===== src/rtl/core/smac_pkg.sv =====
// shared types and constants of the shadow memory access checker
`default_nettype none

package smac_pkg;

    localparam int ADDR_W     = 32;
    localparam int LEN_W      = 20;
    localparam int TOP_W      = 32;
    localparam int SIZE_W     = 20;
    localparam int SIDX_W     = 16;
    localparam int FCNT_W     = 17;
    localparam int SHADOW_W   = 8;
    localparam int STATUS_W   = 2;
    localparam int CFG_IDX_W  = 1;
    localparam int CFG_DATA_W = 32;

    // granule offset within the pool fits here for any 20-bit pool size
    localparam int GIDX_W     = 18;
    localparam int GRAN_SHIFT = 3;
    localparam int GRAN_OFF_W = 3;

    localparam logic [GRAN_OFF_W-1:0] GRAN_LAST_OFF = 3'h7;

    localparam logic [TOP_W-1:0]  POOL_TOP_RESET  = 32'h0EF0_0000;
    localparam logic [SIZE_W-1:0] POOL_SIZE_RESET = 20'h8_0000;

    localparam logic OP_CHECK = 1'b0;
    localparam logic OP_FILL  = 1'b1;

    typedef enum logic [STATUS_W-1:0] {
        STATUS_OK        = 2'd0,
        STATUS_OUTSIDE   = 2'd1,
        STATUS_VIOLATION = 2'd2
    } status_t;

    typedef enum logic [CFG_IDX_W-1:0] {
        CFG_POOL_TOP  = 1'b0,
        CFG_POOL_SIZE = 1'b1
    } cfg_reg_t;

    typedef enum logic [3:0] {
        ST_CLEAR,
        ST_IDLE,
        ST_RANGE,
        ST_LOCATE,
        ST_MUL,
        ST_SCALE,
        ST_WRAP,
        ST_SCAN,
        ST_FILL_SETUP,
        ST_FILL,
        ST_DONE
    } state_t;

    typedef struct packed {
        logic [TOP_W-1:0]  pool_top;
        logic [SIZE_W-1:0] pool_size;
    } pool_cfg_t;

endpackage

`default_nettype wire


===== src/rtl/core/smac_engine.sv =====
// sequencer: store clear, range test, entry location, shadow scan and fill
`default_nettype none

module smac_engine #(
    parameter int SHADOW_ENTRIES = 65536
) (
    input  wire logic                                  clk,
    input  wire logic                                  rst_n,
    input  wire logic                                  in_valid,
    output logic                                       in_stall,
    input  wire logic                                  op,
    input  wire logic [smac_pkg::ADDR_W-1:0]           address,
    input  wire logic [smac_pkg::LEN_W-1:0]            length,
    input  wire logic [smac_pkg::SIDX_W-1:0]           shadow_index,
    input  wire logic [smac_pkg::FCNT_W-1:0]           fill_count,
    input  wire logic [smac_pkg::SHADOW_W-1:0]         fill_value,
    input  wire smac_pkg::pool_cfg_t                   pool,
    output logic                                       out_valid,
    input  wire logic                                  out_stall,
    output logic [smac_pkg::STATUS_W-1:0]              status,
    output logic [smac_pkg::SHADOW_W-1:0]              bad_shadow,
    output logic                                       mem_we,
    output logic [$clog2(SHADOW_ENTRIES)-1:0]          mem_waddr,
    output logic [smac_pkg::SHADOW_W-1:0]              mem_wdata,
    output logic                                       mem_re,
    output logic [$clog2(SHADOW_ENTRIES)-1:0]          mem_raddr,
    input  wire logic [smac_pkg::SHADOW_W-1:0]         mem_rdata
);

    localparam int IW     = $clog2(SHADOW_ENTRIES);
    localparam int NW     = $clog2(SHADOW_ENTRIES + 1);
    localparam int CW     = ((NW > smac_pkg::FCNT_W) ? NW : smac_pkg::FCNT_W) + 1;
    localparam int GW     = smac_pkg::GIDX_W;
    // reciprocal of the entry count, underestimated: remainder lands below twice the count
    localparam int RECIP  = (1 << GW) / SHADOW_ENTRIES;
    localparam int RW_RAW = $clog2(RECIP + 1);
    localparam int RW     = (RW_RAW > 0) ? RW_RAW : 1;
    localparam int PW     = GW + RW;
    localparam int QNW    = RW + NW;
    localparam int DW     = ((GW > QNW) ? GW : QNW) + 1;
    localparam int KW     = smac_pkg::LEN_W + 1;

    localparam logic [RW-1:0] RECIP_V     = RW'(RECIP);
    localparam logic [IW-1:0] LAST_IDX    = IW'(SHADOW_ENTRIES - 1);
    localparam logic [NW-1:0] ENTRIES_NW  = NW'(SHADOW_ENTRIES);
    localparam logic [CW-1:0] ENTRIES_CW  = CW'(SHADOW_ENTRIES);
    localparam logic [DW-1:0] ENTRIES_DW  = DW'(SHADOW_ENTRIES);

    smac_pkg::state_t state_reg;
    smac_pkg::state_t state_next;

    // captured item
    logic [smac_pkg::ADDR_W-1:0]         addr_reg;
    logic [smac_pkg::ADDR_W-1:0]         addr_next;
    logic [smac_pkg::LEN_W-1:0]          len_reg;
    logic [smac_pkg::LEN_W-1:0]          len_next;
    logic [smac_pkg::SIDX_W-1:0]         sidx_reg;
    logic [smac_pkg::SIDX_W-1:0]         sidx_next;
    logic [smac_pkg::FCNT_W-1:0]         fcnt_reg;
    logic [smac_pkg::FCNT_W-1:0]         fcnt_next;
    logic [smac_pkg::SHADOW_W-1:0]       fval_reg;
    logic [smac_pkg::SHADOW_W-1:0]       fval_next;

    // range test and entry location
    logic [smac_pkg::TOP_W-1:0]          base_reg;
    logic [smac_pkg::TOP_W-1:0]          base_next;
    logic [smac_pkg::TOP_W-1:0]          room_reg;
    logic [smac_pkg::TOP_W-1:0]          room_next;
    logic                                above_reg;
    logic                                above_next;
    logic [GW-1:0]                       g0_reg;
    logic [GW-1:0]                       g0_next;
    logic [PW-1:0]                       prod_reg;
    logic [PW-1:0]                       prod_next;
    logic [QNW-1:0]                      qn_reg;
    logic [QNW-1:0]                      qn_next;
    logic [smac_pkg::GRAN_OFF_W-1:0]     last_off_reg;
    logic [smac_pkg::GRAN_OFF_W-1:0]     last_off_next;

    // scan and fill counters
    logic [IW-1:0]                       idx_reg;
    logic [IW-1:0]                       idx_next;
    logic [GW-1:0]                       issue_left_reg;
    logic [GW-1:0]                       issue_left_next;
    logic [GW-1:0]                       eval_left_reg;
    logic [GW-1:0]                       eval_left_next;
    logic                                pend_reg;
    logic                                pend_next;
    logic [smac_pkg::FCNT_W-1:0]         fill_left_reg;
    logic [smac_pkg::FCNT_W-1:0]         fill_left_next;

    // pending result and output register
    smac_pkg::status_t                   res_status_reg;
    smac_pkg::status_t                   res_status_next;
    logic [smac_pkg::SHADOW_W-1:0]       res_bad_reg;
    logic [smac_pkg::SHADOW_W-1:0]       res_bad_next;
    logic                                out_valid_reg;
    logic                                out_valid_next;
    smac_pkg::status_t                   status_reg;
    smac_pkg::status_t                   status_next;
    logic [smac_pkg::SHADOW_W-1:0]       bad_reg;
    logic [smac_pkg::SHADOW_W-1:0]       bad_next;

    // combinational helpers
    logic [smac_pkg::TOP_W-1:0]          size_ext;
    logic [KW-1:0]                       ksum;
    logic                                in_pool;
    logic [RW-1:0]                       quot;
    logic [DW-1:0]                       diff;
    logic [IW-1:0]                       idx_inc;
    logic [smac_pkg::GRAN_OFF_W-1:0]     hi_off;
    logic                                gran_bad;
    logic [CW-1:0]                       start_ext;
    logic [CW-1:0]                       avail;

    always_comb
    begin
        size_ext  = smac_pkg::TOP_W'(pool.pool_size);
        // granules touched: ceil((offset + length) / 8)
        ksum      = KW'(len_reg) + KW'(addr_reg[smac_pkg::GRAN_OFF_W-1:0])
                    + KW'(smac_pkg::GRAN_LAST_OFF);
        in_pool   = (addr_reg >= base_reg) && !above_reg
                    && (smac_pkg::TOP_W'(len_reg) <= room_reg);
        quot      = prod_reg[PW-1:GW];
        diff      = DW'(g0_reg) - DW'(qn_reg);
        idx_inc   = (idx_reg == LAST_IDX) ? '0 : idx_reg + IW'(1);
        hi_off    = (eval_left_reg == GW'(1)) ? last_off_reg : smac_pkg::GRAN_LAST_OFF;
        gran_bad  = (mem_rdata != '0)
                    && (mem_rdata[smac_pkg::SHADOW_W-1]
                        || (smac_pkg::SHADOW_W'(hi_off) >= mem_rdata));
        start_ext = CW'(sidx_reg);
        avail     = ENTRIES_CW - start_ext;
    end

    always_comb
    begin
        state_next      = state_reg;
        addr_next       = addr_reg;
        len_next        = len_reg;
        sidx_next       = sidx_reg;
        fcnt_next       = fcnt_reg;
        fval_next       = fval_reg;
        base_next       = base_reg;
        room_next       = room_reg;
        above_next      = above_reg;
        g0_next         = g0_reg;
        prod_next       = prod_reg;
        qn_next         = qn_reg;
        last_off_next   = last_off_reg;
        idx_next        = idx_reg;
        issue_left_next = issue_left_reg;
        eval_left_next  = eval_left_reg;
        pend_next       = 1'b0;
        fill_left_next  = fill_left_reg;
        res_status_next = res_status_reg;
        res_bad_next    = res_bad_reg;
        out_valid_next  = out_valid_reg && out_stall;
        status_next     = status_reg;
        bad_next        = bad_reg;
        mem_we          = 1'b0;
        mem_waddr       = idx_reg;
        mem_wdata       = fval_reg;
        mem_re          = 1'b0;
        mem_raddr       = idx_reg;

        case (state_reg)
            smac_pkg::ST_CLEAR:
            begin
                mem_we    = 1'b1;
                mem_wdata = '0;
                idx_next  = idx_inc;
                if (idx_reg == LAST_IDX)
                begin
                    state_next = smac_pkg::ST_IDLE;
                end
            end

            smac_pkg::ST_IDLE:
            begin
                if (in_valid)
                begin
                    addr_next = address;
                    len_next  = length;
                    sidx_next = shadow_index;
                    fcnt_next = fill_count;
                    fval_next = fill_value;
                    state_next = (op == smac_pkg::OP_FILL) ? smac_pkg::ST_FILL_SETUP
                                                           : smac_pkg::ST_RANGE;
                end
            end

            smac_pkg::ST_RANGE:
            begin
                // pool start saturates at zero when the size exceeds the top
                base_next       = (size_ext > pool.pool_top) ? '0 : pool.pool_top - size_ext;
                room_next       = pool.pool_top - addr_reg;
                above_next      = addr_reg > pool.pool_top;
                issue_left_next = GW'(ksum >> smac_pkg::GRAN_SHIFT);
                eval_left_next  = GW'(ksum >> smac_pkg::GRAN_SHIFT);
                // adding seven is minus one in three bits: offset of the last byte
                last_off_next   = addr_reg[smac_pkg::GRAN_OFF_W-1:0]
                                  + len_reg[smac_pkg::GRAN_OFF_W-1:0]
                                  + smac_pkg::GRAN_LAST_OFF;
                state_next      = smac_pkg::ST_LOCATE;
            end

            smac_pkg::ST_LOCATE:
            begin
                res_bad_next = '0;
                if (!in_pool)
                begin
                    res_status_next = smac_pkg::STATUS_OUTSIDE;
                    state_next      = smac_pkg::ST_DONE;
                end
                else if (len_reg == '0)
                begin
                    res_status_next = smac_pkg::STATUS_OK;
                    state_next      = smac_pkg::ST_DONE;
                end
                else
                begin
                    g0_next    = GW'((addr_reg >> smac_pkg::GRAN_SHIFT)
                                     - (base_reg >> smac_pkg::GRAN_SHIFT));
                    state_next = smac_pkg::ST_MUL;
                end
            end

            smac_pkg::ST_MUL:
            begin
                prod_next  = PW'(g0_reg) * PW'(RECIP_V);
                state_next = smac_pkg::ST_SCALE;
            end

            smac_pkg::ST_SCALE:
            begin
                qn_next    = QNW'(quot) * QNW'(ENTRIES_NW);
                state_next = smac_pkg::ST_WRAP;
            end

            smac_pkg::ST_WRAP:
            begin
                if (diff >= ENTRIES_DW)
                begin
                    idx_next = IW'(diff - ENTRIES_DW);
                end
                else
                begin
                    idx_next = IW'(diff);
                end
                state_next = smac_pkg::ST_SCAN;
            end

            smac_pkg::ST_SCAN:
            begin
                // one read issued and one granule judged each cycle
                if (pend_reg && gran_bad)
                begin
                    res_status_next = smac_pkg::STATUS_VIOLATION;
                    res_bad_next    = mem_rdata;
                    state_next      = smac_pkg::ST_DONE;
                end
                else if (pend_reg && (eval_left_reg == GW'(1)))
                begin
                    res_status_next = smac_pkg::STATUS_OK;
                    res_bad_next    = '0;
                    state_next      = smac_pkg::ST_DONE;
                end
                else
                begin
                    if (pend_reg)
                    begin
                        eval_left_next = eval_left_reg - GW'(1);
                    end
                    if (issue_left_reg != '0)
                    begin
                        mem_re          = 1'b1;
                        idx_next        = idx_inc;
                        issue_left_next = issue_left_reg - GW'(1);
                        pend_next       = 1'b1;
                    end
                end
            end

            smac_pkg::ST_FILL_SETUP:
            begin
                res_status_next = smac_pkg::STATUS_OK;
                res_bad_next    = '0;
                if ((start_ext >= ENTRIES_CW) || (fcnt_reg == '0))
                begin
                    state_next = smac_pkg::ST_DONE;
                end
                else
                begin
                    fill_left_next = (CW'(fcnt_reg) < avail) ? fcnt_reg
                                                             : smac_pkg::FCNT_W'(avail);
                    idx_next       = IW'(start_ext);
                    state_next     = smac_pkg::ST_FILL;
                end
            end

            smac_pkg::ST_FILL:
            begin
                mem_we         = 1'b1;
                idx_next       = idx_inc;
                fill_left_next = fill_left_reg - smac_pkg::FCNT_W'(1);
                if (fill_left_reg == smac_pkg::FCNT_W'(1))
                begin
                    state_next = smac_pkg::ST_DONE;
                end
            end

            smac_pkg::ST_DONE:
            begin
                if (!out_valid_reg || !out_stall)
                begin
                    out_valid_next = 1'b1;
                    status_next    = res_status_reg;
                    bad_next       = res_bad_reg;
                    state_next     = smac_pkg::ST_IDLE;
                end
            end

            default:
            begin
                state_next = smac_pkg::ST_IDLE;
            end
        endcase
    end

    always_ff @(posedge clk or negedge rst_n)
    begin
        if (!rst_n)
        begin
            state_reg     <= smac_pkg::ST_CLEAR;
            idx_reg       <= '0;
            pend_reg      <= 1'b0;
            out_valid_reg <= 1'b0;
        end
        else
        begin
            state_reg     <= state_next;
            idx_reg       <= idx_next;
            pend_reg      <= pend_next;
            out_valid_reg <= out_valid_next;
        end
    end

    always_ff @(posedge clk)
    begin
        addr_reg       <= addr_next;
        len_reg        <= len_next;
        sidx_reg       <= sidx_next;
        fcnt_reg       <= fcnt_next;
        fval_reg       <= fval_next;
        base_reg       <= base_next;
        room_reg       <= room_next;
        above_reg      <= above_next;
        g0_reg         <= g0_next;
        prod_reg       <= prod_next;
        qn_reg         <= qn_next;
        last_off_reg   <= last_off_next;
        issue_left_reg <= issue_left_next;
        eval_left_reg  <= eval_left_next;
        fill_left_reg  <= fill_left_next;
        res_status_reg <= res_status_next;
        res_bad_reg    <= res_bad_next;
        status_reg     <= status_next;
        bad_reg        <= bad_next;
    end

    assign in_stall   = (state_reg != smac_pkg::ST_IDLE);
    assign out_valid  = out_valid_reg;
    assign status     = status_reg;
    assign bad_shadow = bad_reg;

endmodule

`default_nettype wire


===== config.mk =====
export PLATFORM = sky130hd
export DESIGN_NAME = smac_engine
export DESIGN_NICKNAME = d
export VERILOG_FILES = /design/src/rtl/core/smac_pkg.sv /design/src/rtl/core/smac_engine.sv
export SDC_FILE = /design/constraint.sdc
export NUM_CORES = 1
export LEC_CHECK = 0
export BUFFER_PORTS_ARGS = -buffer_cell sky130_fd_sc_hd__buf_2
export CAP_MARGIN = 20
export CELL_PAD_IN_SITES_DETAIL_PLACEMENT = 1
export CELL_PAD_IN_SITES_GLOBAL_PLACEMENT = 1
export CORE_ASPECT_RATIO = 0.9
export CORE_UTILIZATION = 32
export DETAILED_ROUTE_END_ITERATION = 12
export PLACE_DENSITY_LB_ADDON = 0.1
export REMOVE_ABC_BUFFERS = 1
export SYNTH_ARGS = -nofsm -noshare
export SYNTH_HDL_FRONTEND = slang
export SYNTH_SLANG_ARGS = --single-unit

===== constraint.sdc =====
create_clock -name clk -period 9.1 [get_ports clk]
set_input_delay 1.82 -clock clk [delete_from_list [all_inputs] [get_ports clk]]
set_output_delay 1.82 -clock clk [all_outputs]
set_load 0.01 [all_outputs]

# Yosys cells after proc, flatten, opt, wreduce, memory -nomap -nowiden
# Cells that the tools add are included.
# word_totals
inputBits	158
output_inout_bits	54
latchBits	0
word_cells	151
ram_bits	0
regBits	294
memories	0
rom_bits	0
# op_classes
n_mul	0
n_reduce_logical	34
n_div	0
bitwise	1
n_eq_ne	25
n_addsub	14
shifts	0
mux	46
n_lt_le_gt_ge	8
# ops
op	n
two-way mux 18 bit	6
two-way mux 16 bit	6
one-hot mux 18 bit (2 select lines)	2
one-hot mux 16 bit (4 select lines)	1
one-hot mux 4 bit (11 select lines)	1
two-way mux 4 bit	9
subtractor 18 x 1 -> 18 bit (second input constant)	2
two-way mux 17 bit	2
one-hot mux 17 bit (2 select lines)	1
greater-or-equal comparator 32 bit	1
greater-than comparator 20 x 32 -> 1 bit	1
greater-than comparator 32 bit	1
<= comparator 20 x 32 -> 1 bit	1
subtractor 32 x 20 -> 32 bit	1
subtractor 32 bit	1
two-way mux 8 bit	3
adder 20 x 3 -> 21 bit	1
adder 21 x 3 -> 21 bit (second input constant)	1
greater-or-equal comparator 21 x 17 -> 1 bit (second input constant)	1
logical NOT 20 bit	1
subtractor 18 x 18 -> 19 bit	1
equality test 18 x 1 -> 1 bit (second input constant)	1
< comparator 17 x 18 -> 1 bit	1
inequality test 2 bit (second input constant)	9
38 further kinds	73

# Depth between registers and ports, before layout
# logic_depth
word_depth	8
depth_mapped	15
depth_no_buf	15

# Least setup slack after synthesis
# OpenSTA, ideal clock, no wires.
# synth_timing
path_kind	register to register
start	register state_reg[2]
end	register issue_left_reg[0], enable pin
n_path_buf	1
path_stages_with_launch	4
required_ns	8.755
setup_time_ns	0.345
t_arrival_ns	6.224
slack_ns	2.531
period_less_slack_ns	6.569
path_cell_list	dfrtp_1 clkbuf_1 nor3_1 or2_2
# synth_between
elab_chain_len	3
elab_cells_between_ends	7
classes_between	eq/ne (5); reduce/logical (2)
# synth_rtl
item	line	source
from (decl)	smac_engine.sv:49	smac_pkg::state_t state_reg;
from (signal assigned)	smac_engine.sv:334	state_reg <= smac_pkg::ST_CLEAR;
from (signal assigned)	smac_engine.sv:341	state_reg <= state_next;
equality test 4 x 3 -> 1 bit / equality test 4 x 2 -> 1 bit (equally long branches)	smac_engine.sv:166	case (state_reg)
inequality test 2 bit (no line) / nonzero test 2 bit (equally long branches)	--	
AND reduction 4 bit (no line) (*)	--	
to (signal assigned)	smac_engine.sv:362	issue_left_reg <= issue_left_next;
to (decl)	smac_engine.sv:83	logic [GW-1:0] issue_left_reg;
# Every way passes the cells marked *; elsewhere a longest branch is shown, timed or not.
# A chain may end at the register's enable or synchronous reset.

# Worst setup path in the final report
# layout_timing
start	register eval_left_reg[10]
end	output port mem_re
# layout_between
elab_chain_len	8
elab_cells_between_ends	10
classes_between	order compare (1); eq/ne (1); mux (4); reduce/logical (4)
# layout_rtl
item	line	source
from (decl)	smac_engine.sv:85	logic [GW-1:0] eval_left_reg;
from (signal assigned)	smac_engine.sv:363	eval_left_reg <= eval_left_next;
equality test 18 x 1 -> 1 bit (*)	smac_engine.sv:127, smac_engine.sv:262	
two-way mux 3 bit	smac_engine.sv:127	hi_off = (eval_left_reg == GW'(1)) ? last_off_reg : smac_pkg::GRAN_LAST_OFF;
greater-or-equal comparator 3 x 8 -> 1 bit	smac_engine.sv:130	|| (smac_pkg::SHADOW_W'(hi_off) >= mem_rdata));
logical OR 1 bit	smac_engine.sv:130	
logical AND 1 bit	smac_engine.sv:129	&& (mem_rdata[smac_pkg::SHADOW_W-1]
logical AND 1 bit	smac_engine.sv:256	if (pend_reg && gran_bad)
two-way mux 1 bit (*)	smac_engine.sv:256	
two-way mux 1 bit (*)	smac_engine.sv:166	
to (decl)	smac_engine.sv:25	output logic mem_re,
# Marks and branches as above.

==> impl_metrics.toml <==
[status]
status = "completed"

[yosys]
yosysWarningCount = 0
synth_top_area_share = 0.442
yosysSeqAreaShare = 0.474
ys_seq_elements = 272
avgSynthCellArea_sq_um = 10.3
synth_top_area_cell = "edfxtp_1"
synth_cell_types = 77
synth_edf_count = 250
synthTopCellsByArea = "edfxtp_1 (44%), ha_1 (10%), xnor2_1 (3.7%), inv_1 (3.6%), a21oi_1 (3.5%)"
ys.flop_type = "edfxtp_1"
netlist_area_sq_mm = 0.0170
synth_cells = 1654
async_flop_share = 0.0809

[grt]
grt_pass1_vias = 13300
gr-total-overflow = 0
grt_usage = 0.182
grt_max_degree = 71
antenna_found_initial = 4
grt_pass1_wl_um = 76100

[power]
vdd_ir_drop_max_mv = 0.136
powerDensity_mw_per_mm2 = 265
swShare = 0.371
p_comb_frac = 0.345
p_leak_nw = 8.15
p_switching_mw = 1.95
clkPwrFrac = 0.254
cell_internal_pwr_mw = 3.30
p_seq_frac = 0.401

[worst_setup_path]
worstPathCellList = "or4_1, nor2_1, nand3_1, or2_2, ha_1, a21o_1, a21oi_1, o21bai_1, o21ai_2, and2_4, and2_1, buf_2"
crit_required_ps = 7280
cp_max_fo = 4
regToRegStartpoint = "sidx_reg[3]$_DFFE_PP_"
critPathKind = "reg2out"
cpPeakStageDelay_ps = 550
reg2regPathDepth = 12
cp_slowest_cell = "or4_1"
crit_path_start = "eval_left_reg[10]$_DFFE_PP_"
crit_arrival_ps = 3640
setup.worst_path.end_class = "output port"
cp_num_buf_inv = 1
crit_family = "simple AND/OR/NAND/NOR gates"
worstSetupPathDepth = 12
crit_path_start_kind = "flip-flop"

[run]
cap_violations = 0

[place]
gp_congestion = 0.815
dpl_cell_area_sq_mm = 0.0187
dp_slack_ps = 3740
port_buffers = 211
post-dp-hpwl_um = 38500

[routing]
vias = 13000
drc = 0
ant_nets = 0
wl_per_cell_um = 19.1
firstDrtPassIters = 5
viasPerCell = 5.07
wl_um = 49000
drtIter0Drc = 627

[layout]
drive_gt1_frac = 0.168
layout-area-overhead-vs-synth_pct = 16.6
fin_nets = 2157
final-seq-area_sq_mm = 0.00806
final_common_cell = "edfxtp_1"
utilization = 0.380
layout_common_cells = "edfxtp_1 (250), buf_2 (211), inv_1 (162), ha_1 (137), nor2_1 (133)"
final_area_sq_mm = 0.0198
multi_input_area_sq_mm = 0.00808
fill_cells = 5891

[timing]
fmax_mhz = 183
finalSetupTns_ps = 0
slew-limit-headroom = 0.322
rsz0062_at_grt = "no"
period_needed_ps = 5460
tightest_slew_ps = 1020
worst_slack_ps = 3640
hold_viol_final = 0
fin_crit_sh = 0.600
maxSlewViolCount = 0
skew_ps = 20.2
setup_violations = 0

[floorplan]
num_rows = 79
dieArea_sq_mm = 0.0540
die_width_um = 245
initial_core_util = 0.326
ios = 212
core_sq_mm = 0.0521
die-height_um = 221

[clock_tree]
cts_setup_buffers = 0
insertion_delay_ps = 540
cts_max_path_buffers = 3
worst_setup_hold_path_clk_slew_ps = 60
numClockSinks = 272
cts_buffers = 34
ctsHoldBuffers = 0
cts-root-buf = "clkbuf_16"
cts_tree = "built"
cts.htree.levels = 2
cts_resized = 0

[min_path]
hold_path_class = "reg2reg"
worstHoldStart = "res_bad_reg[3]$_SDFFCE_PP0P_"
hold_depth = 0
cells in the mapped netlist (19+ instances only):
master	n
edfxtp_1	250
inv_1	162
ha_1	137
nor2_1	134
a21oi_1	119
o21ai_0	90
nand2_1	78
xnor2_1	71
nor3_1	67
xor2_1	52
a21o_1	41
nor2b_1	38
nor4_1	31
nand3_1	30
clkbuf_1	28
nand2b_1	24
dfrtp_1	22
nand4_1	20
and3_1	19
routing by layer:
layer,GRT usage,up-vias,routed length (um)
met1,0.250,6306,23700
li1,-,6445,-
met3,0.0234,59,1750
met4,0.0527,0,937
met2,0.300,221,22700
met5,0,-,0
worst register-to-register path: stages, from the launching register on:
cell and delay [ps]:
edfxtp_1 500, nor4_1 580, nand3_1 170, or2_2 350, or4_1 430, xnor2_1 220, ha_1 260, o21ai_0 260
nor4_1 110, a211o_1 600, a21oi_1 590, mux2_2 440, a21oi_1 150
power groups by stage:
stage	clock network [mW]	logic, mW	registers [mW]
final	1.33	1.81	2.10
after global routing	1.42	2.05	2.15
after CTS	1.38	1.83	2.11
after detailed placement	0	1.82	2.13
after global placement	0	1.79	2.12
after floorplan	0	1.19	2.08
layout make-up:
cell class	instances	share of cell area
clock buffer	40	0.0452
multi-input combinational	1167	0.408
inverter	163	0.0309
antenna	1	0.000126
tap	688	0.0435
sequential	272	0.407
timing repair buffer	220	0.0567
clock inverter	17	0.00859
path summary, 6_finish.rpt:
| kind | end | slack (ps) |
|---|---|---|
| worst max-delay path | mem_re | 3640 |
| worst min-delay path | bad_shadow[3]$_DFFE_PP_ | 420 |
| worst min register to register | bad_shadow[3]$_DFFE_PP_ | 420 |
| max in group asynchronous | state_reg[2]$_DFFE_PN0P_ | 7350 |
| min in group asynchronous | mem_raddr[0]$_DFFE_PN0P_ | 1310 |
| worst max register to register | fill_left_reg[5]$_DFFE_PP_ | 4310 |
per-stage QoR:
stage | power, mW | hold slack [ps] | std cells
after CTS | 5.33 | 419 | 2566
final | 5.25 | 417 | 2568
after detailed placement | 3.95 | 405 | 2509
after global routing | 5.62 | 424 | 2568
after global placement | 3.91 | 401 | 2508
after floorplan | 3.27 | 400 | 1602
cell families after synthesis:
group / after synthesis / synth area share
muxes: 11 / 0.00714
AOI/OAI and AO/OA: 383 / 0.144
and+or+nand+nor: 509 / 0.154
buffers and inverters: 215 / 0.0518
DFF: 272 / 0.474
xor gates and xnor gates: 123 / 0.0634
adders and majority gates: 141 / 0.106
Power figures use the tool's default switching activity.
